<file path="config.mk">
export PLATFORM = sky130hd
export DESIGN_NAME = tun_cell
export DESIGN_NICKNAME = d
export VERILOG_FILES = /design/src/rtl/tun_pkg.sv /design/src/rtl/tun_cell.sv
export SDC_FILE = /design/constraint.sdc
export NUM_CORES = 2
export LEC_CHECK = 0
export BUFFER_PORTS_ARGS = -buffer_cell sky130_fd_sc_hd__buf_2
export CORE_AREA = 2 2 522 524
export DETAILED_ROUTE_END_ITERATION = 10
export DIE_AREA = 0 0 524 526
export REMOVE_ABC_BUFFERS = 1
export SETUP_SLACK_MARGIN = 0.02
export SLEW_MARGIN = 30
export SYNTH_ARGS = -nofsm -noshare
export SYNTH_HDL_FRONTEND = slang
export SYNTH_SLANG_ARGS = --single-unit
export TNS_END_PERCENT = 1
</file>
<file path="constraint.sdc">
create_clock -name clk -period 12.89 [get_ports clk]
set_input_delay 1.289 -clock clk [delete_from_list [all_inputs] [get_ports clk]]
set_output_delay 1.289 -clock clk [all_outputs]
set_load 0.01 [all_outputs]
</file>
<file path="src/rtl/tun_pkg.sv">
// ----------------------------------------------------------------------------
// tun_pkg
// shared widths and pipeline types for the triangle unit normal block
// ----------------------------------------------------------------------------
package tun_pkg;

  localparam int CW  = 16;             // vertex coordinate width
  localparam int FB  = 14;             // fraction bits of the normal
  localparam int OW  = 16;             // normal component width
  localparam int EW  = CW + 1;         // edge width
  localparam int PW  = 2 * EW;         // edge product width
  localparam int XW  = PW + 1;         // cross component width, signed
  localparam int MW  = XW - 1;         // cross component magnitude width
  localparam int QW  = 2 * MW;         // square width
  localparam int SW  = QW + 2;         // sum of three squares
  localparam int TW  = SW + FB + 1;    // running q * sum
  localparam int DW  = SW + 2 * FB + 2; // residual width
  localparam int KW  = $clog2(FB + 1); // bit index width
  localparam int NF  = 5;              // front stages
  localparam int NS  = NF + FB + 2;    // all stages incl. output register

  typedef struct packed {
    logic          neg;
    logic [DW-1:0] res;
    logic [TW-1:0] t;
    logic [FB:0]   q;
  } lane_t;

  typedef struct packed {
    logic          zero;
    logic [SW-1:0] s;
    lane_t [2:0]   lane;
  } cell_data_t;

endpackage

</file>
<file path="src/rtl/tun_cell.sv">
// ----------------------------------------------------------------------------
// tun_cell
// one quotient bit of all three components by shift, add and compare
// ----------------------------------------------------------------------------
module tun_cell (
  input  logic                      clk,
  input  logic                      en,
  input  logic [tun_pkg::KW-1:0]    bit_idx,
  input  tun_pkg::cell_data_t       din,
  output tun_pkg::cell_data_t       dout
);

  tun_pkg::cell_data_t dout_r;
  tun_pkg::cell_data_t dout_nxt;
  logic [tun_pkg::DW-1:0] dec;
  logic [tun_pkg::DW-1:0] s_ext;

  // trying q + 2^k costs (2^(k+1) * q + 2^(2k)) * s, with q * s kept as t
  always_comb begin
    dout_nxt = din;
    s_ext    = tun_pkg::DW'(din.s);
    dec      = '0;
    for (int i = 0; i < 3; i++) begin
      dec = (tun_pkg::DW'(din.lane[i].t) << (bit_idx + 1'b1)) + (s_ext << (2 * bit_idx));
      if (din.lane[i].res >= dec) begin
        dout_nxt.lane[i].res = din.lane[i].res - dec;
        dout_nxt.lane[i].t   = din.lane[i].t + (tun_pkg::TW'(din.s) << bit_idx);
        dout_nxt.lane[i].q   = din.lane[i].q | ((tun_pkg::FB+1)'(1) << bit_idx);
      end
    end
  end

  always_ff @(posedge clk) begin
    if (en) begin
      dout_r <= dout_nxt;
    end
  end

  assign dout = dout_r;

endmodule

</file>
==> results.yml <==
outcome:
  status: "finished clean"
synth:
  yosysUniqueCellTypes: 104
  synth_top_flop_cell: "edfxtp_1"
  netlist_area_um2: 93900
  synth_edf_count: 674
  synth-async-reset-ratio: 0
  syn_area_per_cell_um2: 8.02
  ys_seq_elements: 674
  syn_inst: 11703
  ys_warn_count: 0
  yosysSeqAreaShare: 0.216
clock_network:
  postCtsSetupBuffers: 0
  cts_tree: "built"
  htreeDepth: 3
  cts-root-buf: "clkbuf_16"
  ctsResizeCount: 0
  path_clk_slew_ps: 60
  cts_made_buffers: 85
  postCtsHoldBufs: 0
  cts_buffer_depth: 3
  cts.sinks: 674
power_and_ir_drop:
  powerDensity_nw_per_um2: 201
  power_leakage_uw: 0.0461
  ir_drop_mv: 0.113
layout:
  fin_nets: 14062
  largest_reg_flops: 674
  layout_commonest_cell: "buf_2"
  drive_gt1_frac: 0.159
  final-instance-count-excl-fill: 16250
  design_area_um2: 107000
  layout_common_cells: "buf_2, nand2_1, a21oi_1"
  syn2layout_area_growth_pct: 13.5
worst_setup_path:
  crit_path_top_delay_cell: "ha_4"
  critPathTopFamily: "compound AO/OA/AOI/OAI gates"
  crit_path_end_kind: "flop"
  start_kind: "primary input"
  critPathMaxStageDelay_ps: 740
  critPathMaxFanout: 106
  critical_path_arrival_ps: 12490
  crit_buf_inv: 7
  crit_type: "primary input to flop"
  crit_required_ps: 13350
placement:
  gp_congestion: 1.04
  post-dp-hpwl_um: 436000
  dp.cells: 16030
  place_area_um2: 104000
  dp_worst_setup_slack_ps: 332
  portBuffers: 1353
worst_hold_path:
  hold_end: "dout[401]$_DFFE_PP_"
  hold_class: "primary input to flop"
  min-delay-start: "din[401]"
  whs_path_depth: 1
die:
  ios: 1354
  dieArea_um2: 276000
  die-width_um: 524
  start_util: 0.348
  dieHeight_um: 526
  core_area_um2: 270000
  fp-row-count: 191
routing:
  first_pass_iters: 9
  highest_layer: "met5"
  antenna_left: 0
  vias: 101506
  vias_per_cell: 6.25
  first_iter_violations: 13454
  remaining_drc_errors: 0
  dr_wl_met3_um: 51200
  wl_met1_um: 230000
  routed-wl-met2_um: 212000
  drt_wl_total_um: 514000
  wl_per_cell_um: 31.6
sta:
  timing.setup.tns_ps: 0
  setup_viol: 0
  fin_ws_ps: 860
  grt_setup_unrepaired: "false"
  tightestPinTransition_ps: 1140
  relSlewSlack: 0.231
  fmax_mhz: 83.1
  hold_viol_final: 0
  post-route-min-period_ps: 12030
  period_share: 0.933
  report.final.slew_viol_count: 0
global_routing:
  grt_use_total: 0.354
  overflow: 0
  antenna_found_initial: 151
  grt_pass1_wl_um: 700000
  grt_pass1_vias: 93134
  grt_max_degree: 146
job:
  cap_violations: 0
worst max path at each step:
stage                          start             endpoint  cells past startpoint
after global placement    bit_idx[0]  dout[458]$_DFFE_PP_                     38
after CTS                 bit_idx[0]  dout[466]$_DFFE_PP_                     38
after global routing      bit_idx[0]  dout[466]$_DFFE_PP_                     38
after detailed placement  bit_idx[0]  dout[458]$_DFFE_PP_                     38
after floorplan           bit_idx[0]  dout[386]$_DFFE_PP_                     37
final                     bit_idx[0]  dout[467]$_DFFE_PP_                     38
report_power, final:
part | internal (µW) | switching (µW)
Clock | 1360 | 1080
Combinational | 5270 | 10000
Sequential | 3360 | 356
Total | 9990 | 11400
cell type report:
type                    count  area (µm²)
inverters                 268        1020
flip-flops and latches    674       20200
well taps                3570        4470
clock inverters            51         439
fillers                 28430      163000
repair buffers           1482        8110
diodes                     64         160
clock buffers             105        2270
multi-input cells       10036       69900
synthesized netlist by cell type (265+ instances only):
| cell type | n | share of area |
|---|---|---|
| a21o_1 | 643 | 0.051 |
| a21oi_1 | 1267 | 0.068 |
| clkbuf_1 | 594 | 0.024 |
| edfxtp_1 | 674 | 0.22 |
| ha_1 | 826 | 0.11 |
| inv_1 | 265 | 0.011 |
| mux2i_1 | 390 | 0.042 |
| nand2_1 | 1278 | 0.051 |
| nand4_1 | 275 | 0.018 |
| nor2_1 | 844 | 0.034 |
| o21ai_0 | 1066 | 0.057 |
| xnor2_1 | 493 | 0.046 |
| xor2_1 | 354 | 0.033 |
per-stage QoR:
stage          utilization  hold slack (ps)  total power [µW]
2_1_floorplan            -             1390             13300
3_3_place_gp         0.384             1470             18600
3_5_place_dp         0.384             1470             18500
4_1_cts              0.394              693             21000
5_1_grt              0.395              709             22600
6_report             0.395              743             21400
metal layers:
| metal | up-vias | global-route usage |
|---|---|---|
| li1 | 45477 | - |
| met1 | 49326 | 0.513 |
| met2 | 5856 | 0.511 |
| met3 | 801 | 0.0733 |
| met4 | 46 | 0.129 |
| met5 | - | 0 |
kinds of logic (layout without fill, tap and decap cells):
logic type	Yosys count	count (layout)	synth area share
and+or+nand+nor	3530	3530	0.175
buffers and inverters	993	1906	0.0411
AOI/OAI and AO/OA	4102	4102	0.268
adders and majority gates	848	848	0.113
muxes	707	707	0.107
other	0	64	0
xor gates and xnor gates	849	849	0.0794
DFF	674	674	0.216
Power figures use the tool's default switching activity.
